==> config.mk <==
export PLATFORM = sky130hd
export DESIGN_NAME = circular_queue_with_peek_top_flat
export DESIGN_NICKNAME = d
export VERILOG_FILES = /design/src/sv/cq_pkg.sv /design/src/sv/cq_if.sv /design/src/sv/cq_ctrl.sv /design/src/sv/cq_dpath.sv /design/src/sv/circular_queue_with_peek_top.sv /design/src/flat_wrapper.sv
export SDC_FILE = /design/constraint.sdc
export NUM_CORES = 1
export LEC_CHECK = 0
export BUFFER_PORTS_ARGS = -buffer_cell sky130_fd_sc_hd__buf_4
export CAP_MARGIN = 40
export CORE_UTILIZATION = 60
export DETAILED_ROUTE_END_ITERATION = 8
export HOLD_SLACK_MARGIN = 0.08
export PLACE_DENSITY = 0.77
export SYNTH_ARGS = -nofsm -noshare
export SYNTH_HDL_FRONTEND = slang
export SYNTH_HIERARCHICAL = 1
export SYNTH_SLANG_ARGS = --single-unit
==> constraint.sdc <==
create_clock -name clk -period 7.3 [get_ports clk]
set_input_delay 2.19 -clock clk [delete_from_list [all_inputs] [get_ports clk]]
set_output_delay 2.19 -clock clk [all_outputs]
set_load 0.02 [all_outputs]
==> src/sv/cq_pkg.sv <==
`default_nettype none
package cq_pkg;

	// payload types
	typedef logic signed [31:0] word_t;
	typedef logic [1:0] cmd_t;
	typedef logic [1:0] status_t;

	// size register
	localparam int QSIZE_W = 5;
	typedef logic [QSIZE_W-1:0] qsize_t;
	localparam int QSIZE_RST = 16;
	localparam int QSIZE_MIN = 2;

	// commands
	localparam cmd_t CMD_ENQ        = 2'd0;
	localparam cmd_t CMD_DEQ        = 2'd1;
	localparam cmd_t CMD_PEEK_FRONT = 2'd2;
	localparam cmd_t CMD_PEEK_REAR  = 2'd3;

	// result status
	localparam status_t ST_OK    = 2'd0;
	localparam status_t ST_FULL  = 2'd1;
	localparam status_t ST_EMPTY = 2'd2;

	localparam word_t WORD_NEG_ONE = -32'sd1;
	localparam word_t WORD_ZERO    = 32'sd0;

	// controller to datapath
	typedef struct packed {
		logic take;   // command word accepted this cycle
		logic clear;  // size write: reload size, empty the ring
	} ctl_t;

endpackage
`default_nettype wire

==> src/sv/cq_if.sv <==
`default_nettype none
interface cq_req_if;
	import cq_pkg::*;
	logic  valid;
	logic  ready;
	cmd_t  cmd;
	word_t data_in;

	modport source (output valid, output cmd, output data_in, input ready);
	modport sink (input valid, input cmd, input data_in, output ready);
endinterface

interface cq_rsp_if;
	import cq_pkg::*;
	logic    valid;
	logic    ready;
	word_t   data_out;
	status_t status;

	modport source (output valid, output data_out, output status, input ready);
	modport sink (input valid, input data_out, input status, output ready);
endinterface
`default_nettype wire

==> src/sv/cq_ctrl.sv <==
`default_nettype none
module cq_ctrl (
	input  wire logic        clk,
	input  wire logic        arst_n,
	input  wire logic        in_valid,
	output logic             in_ready,
	output logic             out_valid,
	input  wire logic        out_ready,
	input  wire logic        cfg_we,
	output cq_pkg::ctl_t     ctl
);
	import cq_pkg::*;

	localparam logic S_IDLE = 1'b0;
	localparam logic S_HOLD = 1'b1;

	logic state_q;
	logic state_d;
	logic take;

	// a new word may enter when nothing is held or the held result leaves now
	assign in_ready  = (state_q == S_IDLE) || out_ready;
	assign take      = in_valid && in_ready;
	assign out_valid = (state_q == S_HOLD);

	assign ctl.take  = take;
	assign ctl.clear = cfg_we;

	// next state
	always_comb begin
		state_d = state_q;
		unique case (state_q)
			S_IDLE: begin
				if (take) state_d = S_HOLD;
			end
			S_HOLD: begin
				if (take) state_d = S_HOLD;
				else if (out_ready) state_d = S_IDLE;
			end
			default: state_d = S_IDLE;
		endcase
	end

	always_ff @(posedge clk or negedge arst_n) begin
		if (!arst_n) state_q <= S_IDLE;
		else state_q <= state_d;
	end

endmodule
`default_nettype wire

==> src/sv/cq_dpath.sv <==
`default_nettype none
module cq_dpath #(
	parameter int DEPTH = 16
) (
	input  wire logic             clk,
	input  wire logic             arst_n,
	input  wire cq_pkg::ctl_t     ctl,
	input  wire cq_pkg::cmd_t     cmd,
	input  wire cq_pkg::word_t    data_in,
	input  wire cq_pkg::qsize_t   cfg_data,
	output cq_pkg::word_t         data_out,
	output cq_pkg::status_t       status
);
	import cq_pkg::*;

	localparam int PW = $clog2(DEPTH);
	localparam int SW = $clog2(DEPTH + 1);
	localparam int RST_SIZE = (DEPTH < QSIZE_RST) ? DEPTH : QSIZE_RST;

	logic [SW-1:0] size_q;
	logic [SW-1:0] size_d;
	logic [PW-1:0] head_q;
	logic [PW-1:0] tail_q;
	logic [PW-1:0] head_nx;
	logic [PW-1:0] tail_nx;
	logic [PW-1:0] last;
	logic [PW-1:0] raddr;
	logic [SW-1:0] head_p1;
	logic [SW-1:0] tail_p1;
	logic          full;
	logic          empty;

	// result flags and read data, loaded with each accepted word
	logic          enq_q;
	logic          full_q;
	logic          empty_q;
	word_t         rd_q;

	word_t         mem [DEPTH];

	// clamp the written size to 2..DEPTH
	always_comb begin
		if (cfg_data < qsize_t'(QSIZE_MIN)) size_d = SW'(QSIZE_MIN);
		else if (32'(cfg_data) > 32'(DEPTH)) size_d = SW'(DEPTH);
		else size_d = SW'(cfg_data);
	end

	// wrap increments and the slot of the newest word
	assign head_p1 = SW'(head_q) + SW'(1);
	assign tail_p1 = SW'(tail_q) + SW'(1);
	assign head_nx = (head_p1 >= size_q) ? '0 : head_p1[PW-1:0];
	assign tail_nx = (tail_p1 >= size_q) ? '0 : tail_p1[PW-1:0];
	assign last    = (tail_q == '0) ? PW'(size_q - SW'(1)) : tail_q - PW'(1);

	assign empty = (head_q == tail_q);
	assign full  = (tail_nx == head_q);
	assign raddr = (cmd == CMD_PEEK_REAR) ? last : head_q;

	// size and pointers
	always_ff @(posedge clk or negedge arst_n) begin
		if (!arst_n) begin
			size_q <= SW'(RST_SIZE);
			head_q <= '0;
			tail_q <= '0;
		end else if (ctl.clear) begin
			size_q <= size_d;
			head_q <= '0;
			tail_q <= '0;
		end else if (ctl.take) begin
			case (cmd)
				CMD_ENQ: begin
					if (!full) tail_q <= tail_nx;
				end
				CMD_DEQ: begin
					if (!empty) head_q <= head_nx;
				end
				default: ;
			endcase
		end
	end

	// slot memory: one write, one registered read
	always_ff @(posedge clk) begin
		if (ctl.take && (cmd == CMD_ENQ) && !full) mem[tail_q] <= data_in;
		if (ctl.take) rd_q <= mem[raddr];
	end

	// result flags
	always_ff @(posedge clk or negedge arst_n) begin
		if (!arst_n) begin
			enq_q   <= 1'b0;
			full_q  <= 1'b0;
			empty_q <= 1'b0;
		end else if (ctl.take) begin
			enq_q   <= (cmd == CMD_ENQ);
			full_q  <= full;
			empty_q <= empty;
		end
	end

	// result word
	always_comb begin
		if (enq_q) begin
			data_out = WORD_ZERO;
			status   = full_q ? ST_FULL : ST_OK;
		end else if (empty_q) begin
			data_out = WORD_NEG_ONE;
			status   = ST_EMPTY;
		end else begin
			data_out = rd_q;
			status   = ST_OK;
		end
	end

endmodule
`default_nettype wire

==> src/sv/circular_queue_with_peek_top.sv <==
// Ring-buffer queue of signed 32-bit words with peek.
// req channel carries a command word (cmd, data_in); rsp channel returns one
// word (data_out, status) per command: enqueue, dequeue, peek front, peek rear.
// cfg_we/cfg_data load the ring size (clamped to 2..DEPTH); a write also
// empties the queue. Write it only while no command is in flight.
// Capacity is ring size minus one, since one slot always stays empty.
// The result is valid in the cycle after the command is accepted.
// Throughput: one command per cycle while rsp.ready stays high; the single
// result register and the registered read port of the slot memory set this.
// When rsp stalls the result holds and req.ready is low until it is taken.
// Reset: queue empty, ring size 16 (or DEPTH if smaller), no result pending.
// Slot memory is not cleared; a slot's word is only returned after it was written.
`default_nettype none
module circular_queue_with_peek_top #(
	parameter int DEPTH = 16
) (
	input  wire logic             clk,
	input  wire logic             arst_n,
	cq_req_if.sink                req,
	cq_rsp_if.source              rsp,
	input  wire logic             cfg_we,
	input  wire cq_pkg::qsize_t   cfg_data
);
	import cq_pkg::*;

	ctl_t ctl;

	cq_ctrl u_ctrl (
		.clk       (clk),
		.arst_n    (arst_n),
		.in_valid  (req.valid),
		.in_ready  (req.ready),
		.out_valid (rsp.valid),
		.out_ready (rsp.ready),
		.cfg_we    (cfg_we),
		.ctl       (ctl)
	);

	cq_dpath #(
		.DEPTH (DEPTH)
	) u_dpath (
		.clk      (clk),
		.arst_n   (arst_n),
		.ctl      (ctl),
		.cmd      (req.cmd),
		.data_in  (req.data_in),
		.cfg_data (cfg_data),
		.data_out (rsp.data_out),
		.status   (rsp.status)
	);

endmodule
`default_nettype wire

==> src/flat_wrapper.sv <==
// flat-port wrapper written by rule: the top's interface ports become plain ports
module circular_queue_with_peek_top_flat import cq_pkg::*;
#(
	parameter int DEPTH = 16
)
  (clk, arst_n, cfg_we, cfg_data, req_valid, req_cmd, req_data_in, req_ready, rsp_valid, rsp_data_out, rsp_status, rsp_ready);
  cq_req_if req_i ();
  cq_rsp_if rsp_i ();
  input  wire logic clk;
  input  wire logic arst_n;
  input  wire logic cfg_we;
  input  wire cq_pkg::qsize_t cfg_data;
  input wire logic [$bits(req_i.valid)-1:0] req_valid;
  input wire logic [$bits(req_i.cmd)-1:0] req_cmd;
  input wire logic [$bits(req_i.data_in)-1:0] req_data_in;
  output wire logic [$bits(req_i.ready)-1:0] req_ready;
  output wire logic [$bits(rsp_i.valid)-1:0] rsp_valid;
  output wire logic [$bits(rsp_i.data_out)-1:0] rsp_data_out;
  output wire logic [$bits(rsp_i.status)-1:0] rsp_status;
  input wire logic [$bits(rsp_i.ready)-1:0] rsp_ready;
  assign req_i.valid = req_valid;
  assign req_i.cmd = req_cmd;
  assign req_i.data_in = req_data_in;
  assign req_ready = req_i.ready;
  assign rsp_valid = rsp_i.valid;
  assign rsp_data_out = rsp_i.data_out;
  assign rsp_status = rsp_i.status;
  assign rsp_i.ready = rsp_ready;
  circular_queue_with_peek_top #(.DEPTH(DEPTH)) u_core (.clk(clk), .arst_n(arst_n), .req(req_i), .rsp(rsp_i), .cfg_we(cfg_we), .cfg_data(cfg_data));
endmodule
# Yosys cells after proc, flatten, opt, wreduce, memory -nomap -nowiden
# Memory sizes are Yosys's and may differ from the RTL's. A register that Yosys moved wholly into a read port is not among the register bits.
# Index checks and enable logic that the tools add are counted.
# totals
ff_bits	17
ram_bits	512
inputBits	44
word_cells	60
n_memories	1
# mem_list
name	words	word_bits	read_ports	rd_ports_with_merged_regs	wr	line	text
u_core.u_dpath.mem	16	32	1	1	1	cq_dpath.sv:39	word_t mem [DEPTH];
# op_classes
addsub	4
magnitude_cmp	4
eq_ne	6
muxes	25
bitwise_logic	1
reduce_logical	12
# op_table
op	count
$mux 32	2
$mux 4	12
$add 4x1->5 const B	2
$ge 5x5->1	2
$mux 5	2
$eq 4x4->1	2
$sub 4x1->4 const B	2
$mux 1	6
$reduce_and 3->1	2
$reduce_bool 2->1	3
$gt 5x5->1 const B	1
$lt 5x2->1 const B	1
$logic_not 4->1	1
$mux 2	2
$ne 2x2->1 const B	2
$logic_and 1x1->1	3
$eq 2x1->1 const B	1
$eq 2x2->1 const B	1
$logic_not 2->1	1
$pmux 1 s2	1
$logic_not 1->1	1
$logic_or 1x1->1	1
$not 1->1	1

# Logic depth before layout (Yosys ltp)
# depth
depth_word	8
ltp_mapped	14
mapped_depth_nobuf	12

# Modules after synthesis
# Netlist, hierarchy kept.
# by_module_without_submodules
module	instances	cells_per_inst	area_per_inst_um2	seq_area_each_um2
cq_dpath	1	1496	23048.4	16737.3
cq_ctrl	1	6	68.8	25.0

# Least setup slack after synthesis
# No wires, ideal clock.
# synth_path
kind	input to register
from	input rsp_ready
to	memory u_core/u_dpath/mem[1][0] (netlist name) (enable)
setup_ns	0.513
t_arrival_ns	6.882
required_ns	6.787
slack_ns	-0.095
stages	8
cell_sequence	nand2b_4 -> and2_4 -> buf_4 -> nor2b_1 -> nand2b_1 -> a41o_1 -> buf_2 -> nor4b_1
# synth_via
elab_chain_cells	6
# synth_rtl
item	line	text
from (decl)	flat_wrapper.sv:20	input wire logic [$bits(rsp_i.ready)-1:0] rsp_ready;
$logic_or 1x1->1	cq_ctrl.sv:22	assign in_ready = (state_q == S_IDLE) || out_ready;
$logic_and 1x1->1	cq_ctrl.sv:23	assign take = in_valid && in_ready;
named net u_core.u_ctrl.take	cq_ctrl.sv:19	logic take;
$logic_and 1x1->1 (2 in a row)	cq_dpath.sv:84	if (ctl.take && (cmd == CMD_ENQ) && !full) mem[tail_q] <= data_in;
$mux 1	cq_dpath.sv:84	
$mux 1 (not written as such)	cq_dpath.sv:84	
to (decl)	cq_dpath.sv:39	
# The timed path passes the listed nets, and every way through them passes these cells.

# Worst setup path after layout
# layout_path
from	input rsp_ready
to	output req_ready
# layout_via
elab_chain_cells	1
# layout_rtl
item	line	text
$logic_or 1x1->1	cq_ctrl.sv:22	
to (decl)	flat_wrapper.sv:16	output wire logic [$bits(req_i.ready)-1:0] req_ready;
# No other way between the ends.

==> parameters.txt <==
Parameter                              Value

Drt
  Aggregate routed wire length ... 45.9 mm
  DR pass1 iterations ... 5
  Drt drc ... 0
  Vias per cell ... 6.08
  Wire length per cell ... 21.7 um
  Number of vias after detailed routing ... 12900
  Initial drt markers ... 1032
  DRT antenna net count ... 0

CTS
  Clock tree root driver cell ... sky130_fd_sc_hd__clkbuf_16
  Latest clock arrival within the worst-skew pair ... 0.58 ns
  Number of clock sinks ... 561
  Inserted Clock Buffers ... 55
  Clock transition at the register clock pins on the worst setup and hold paths after CTS ... 0.06 ns
  Number of buffers on the longest clock path ... 3
  Maximum level of the CTS H-tree ... 2
  Hold_buf cts ... 0
  Setup bufs post-CTS ... 0
  Clock tree from TritonCTS ... done
  Number of cells upsized or downsized after cts ... 0

Floorplanning
  Effective utilization at floorplan ... 0.612
  Floorplan die height ... 198 um
  Full die area ... 39300 um2
  Row Count ... 71
  Core ar. ... 37800 um2
  Width of the die ... 198 um
  Num ports ... 80

Min path
  Worst min path class ... reg2reg
  Source of the worst hold timing path ... u_core/u_dpath/full_q
  Worst hold path depth ... 2

Critical path
  Register-to-Register Path Depth ... 11
  Depth of the critical timing path with buffers and inverters included ... 3
  Worst Path Arrival ... 2.59 ns
  Cell family contributing the most delay on the critical path ... buffers and inverters
  Maximum fanout count along the critical path ... 3
  Startpoint Class ... primary input
  Worst path cell trace ... buf_4 -> nand2b_4 -> buf_4
  Required arrival time at the worst endpoint ... 5.11 ns
  Crit-path slowest cell ... sky130_fd_sc_hd__buf_4
  Critical path's most frequent cell ... sky130_fd_sc_hd__buf_4
  Count of buffering cells on the critical path with inverters included ... 2
  CP peak stage delay ... 0.15 ns
  Crit Reg-Reg Startpoint ... u_core/u_dpath/tail_q[0]
  Critical Path End Type ... output pin
  Critical Path Start ... rsp_ready
  Register-to-register setup slack ... 2.67 ns
  Worst setup path class ... in2out

Place
  DPL Wire Length ... 27.9 mm
  Setup Slack @ Placement ... 2.02 ns
  Cell area after placement ... 24500 um2
  Total instance count after detailed placement ... 2019
  Port bufs ... 79
  RD Place Congestion ... 0.824

Global route
  Maximum number of pins on one net before global-route repair ... 110
  Via count of the first global-routing pass ... 12800
  Initial antenna violation count ... 0
  Overflow left after global routing ... 0
  First-pass GRT wire length ... 71.4 mm
  Overall global routing resource usage ... 0.240

Finish
  Total number of nets in the final design ... 1625
  Finished layout cell area ... 26300 um2
  Area overhead of the layout relative to synthesis ... 13.6%
  Proportion of layout cells with a drive suffix above 1 ... 0.140
  Leading cell type in the layout, fill and taps excluded ... sky130_fd_sc_hd__edfxtp_1
  Final antenna diode count ... 0
  Count of filler cells inserted in the layout ... 2397
  Top library cells by usage in the layout, fill and taps aside ... sky130_fd_sc_hd__edfxtp_1, sky130_fd_sc_hd__nand3_1, sky130_fd_sc_hd__mux2i_1
  Layout Cells excl Fill ... 2119

Yosys
  Synthesized netlist cell count ... 1502
  Primary FF master, synth ... sky130_fd_sc_hd__edfxtp_1
  Post-synth design cell area ... 23100 um2
  Number of warnings reported in the yosys synthesis log ... 6
  Synth Net Count ... 1562
  Count of flip-flops with a built-in enable after synthesis ... 544
  Part of the Yosys area used for sequential elements ... 0.725
  Post-synthesis average cell area ... 15.4 um2
  Asr flop ratio synth ... 0.0303
  Count of unique library cells instantiated by Yosys ... 47
  FF+latch count, synth ... 561

Pwr
  PD cells ... 264 nW/um2
  Sequential fraction of design power ... 0.519
  Switching share of power ... 0.222
  Reported leakage power ... 9.85 nW
  Highest ir drop seen on vdd ... 0.000181 V
  Internal power summed over all cells ... 0.00539 W
  Share of power burned in the clock network ... 0.393
  Power share of the combinational group ... 0.088
  Reported net switching power ... 0.00153 W

Timing
  PnR worst setup slack ... 2.52 ns
  Fin crit period ... 4.78 ns
  Unrepaired setup endpoints after global routing ... no
  F_max ... 0.209 GHz
  Tightest slew margin relative to the limit ... 0.373
  Ratio of final minimum period to clock period ... 0.654
  Final Max Tran Viols ... 0
  Total of endpoints with negative setup slack in the final report ... 0
  Final hold vios ... 0
  Least-Margin Pin Slew ... 0.941 ns
  Clock Skew ... 0.0179 ns

Flow run
  Max-capacitance violation count ... 0

Status
  Result of the run ... finished, final reports clean
==> flip-flops by register name, indices dropped and copies added (netlist names) <==
name,cells
u_core/u_dpath/enq_q,1
u_core/u_dpath/mem,512
u_core/u_dpath/empty_q,1
u_core/u_dpath/full_q,1
u_core/u_dpath/tail_q,4
u_core/u_dpath/head_q,4
u_core/u_dpath/size_q,5
u_core/u_dpath/rd_q,32
u_core/u_ctrl/out_valid,1
==> cells by family after synthesis <==
logic type                 count (synthesis)  share of synthesized area
AOI/OAI and AO/OA                        171                     0.0534
xor gates and xnor gates                  11                    0.00417
adders and majority gates                 16                    0.00866
buffers and inverters                    129                     0.0250
DFF                                      561                      0.725
muxes                                    230                      0.101
and+or+nand+nor                          384                     0.0828
==> per-stage QoR <==
step	TNS, ns	power, W	utilization	hold slack (ns)
detailed placement	0	0.00427	0.649	0.537
global route	0	0.00714	0.695	0.588
CTS	0	0.00696	0.695	0.561
floorplan	-9.13	0.00405	-	0.487
global placement	0	0.00424	0.640	0.502
finish	0	0.00692	0.695	0.554
==> metal layers <==
| layer | GRT usage | wire length [um] | up-vias |
|---|---|---|---|
| li1 | - | - | 5997 |
| met1 | 0.328 | 19500 | 6412 |
| met2 | 0.402 | 22900 | 405 |
| met3 | 0.0336 | 2530 | 71 |
| met4 | 0.0735 | 898 | 0 |
| met5 | 0 | 0 | - |
==> worst paths after layout <==
kind	end
min reg2reg	u_core/u_dpath/full_q
max reg2reg	u_core/u_dpath/mem[10][6]
min in group asynchronous	u_core/u_dpath/size_q[0]
max in group asynchronous	u_core/u_dpath/size_q[4]
min	u_core/u_dpath/full_q
max	req_ready
==> cell usage after synthesis (all sizes together) (4+ instances only) <==
cell / number / share of area
clkbuf: 62 / 0.010
nand3: 259 / 0.056
o211ai: 130 / 0.042
o21ai: 12 / 0.0026
and4: 4 / 0.0015
buf: 54 / 0.013
nor3: 4 / 0.00087
nand2: 15 / 0.0024
mux2i: 229 / 0.10
a21o: 4 / 0.0013
ha: 16 / 0.0087
edfxtp: 544 / 0.71
and4b: 5 / 0.0022
a21oi: 12 / 0.0026
xnor2: 8 / 0.0030
nor2b: 4 / 0.0011
inv: 13 / 0.0021
nor2: 73 / 0.012
dfrtp: 16 / 0.017
nand2b: 5 / 0.0017
==> worst min-delay path, stage by stage (launching register included) <==
cell                      delay [ns]
sky130_fd_sc_hd__dfrtp_1        0.32
sky130_fd_sc_hd__inv_1          0.06
sky130_fd_sc_hd__mux2i_1        0.13
==> power groups by stage <==
stage                     registers (W)  clock network (W)  logic (W)
after floorplan                 0.00365                  0   0.000405
after global placement          0.00366                  0   0.000581
final                           0.00359            0.00272   0.000609
after global routing            0.00359            0.00289   0.000665
after detailed placement        0.00366                  0   0.000610
after CTS                       0.00359            0.00276   0.000613
==> final cells by class <==
cell class,count,area (um2),area share
clock buffers,68,1450,0.0551
clock inverters,32,293,0.0112
inverters,13,48.8,0.00186
multi-input cells,812,5850,0.223
flip-flops and latches,561,16800,0.639
well taps,511,639,0.0244
repair buffers,122,1210,0.0461
No activity file was read; power rests on OpenSTA's default activity.
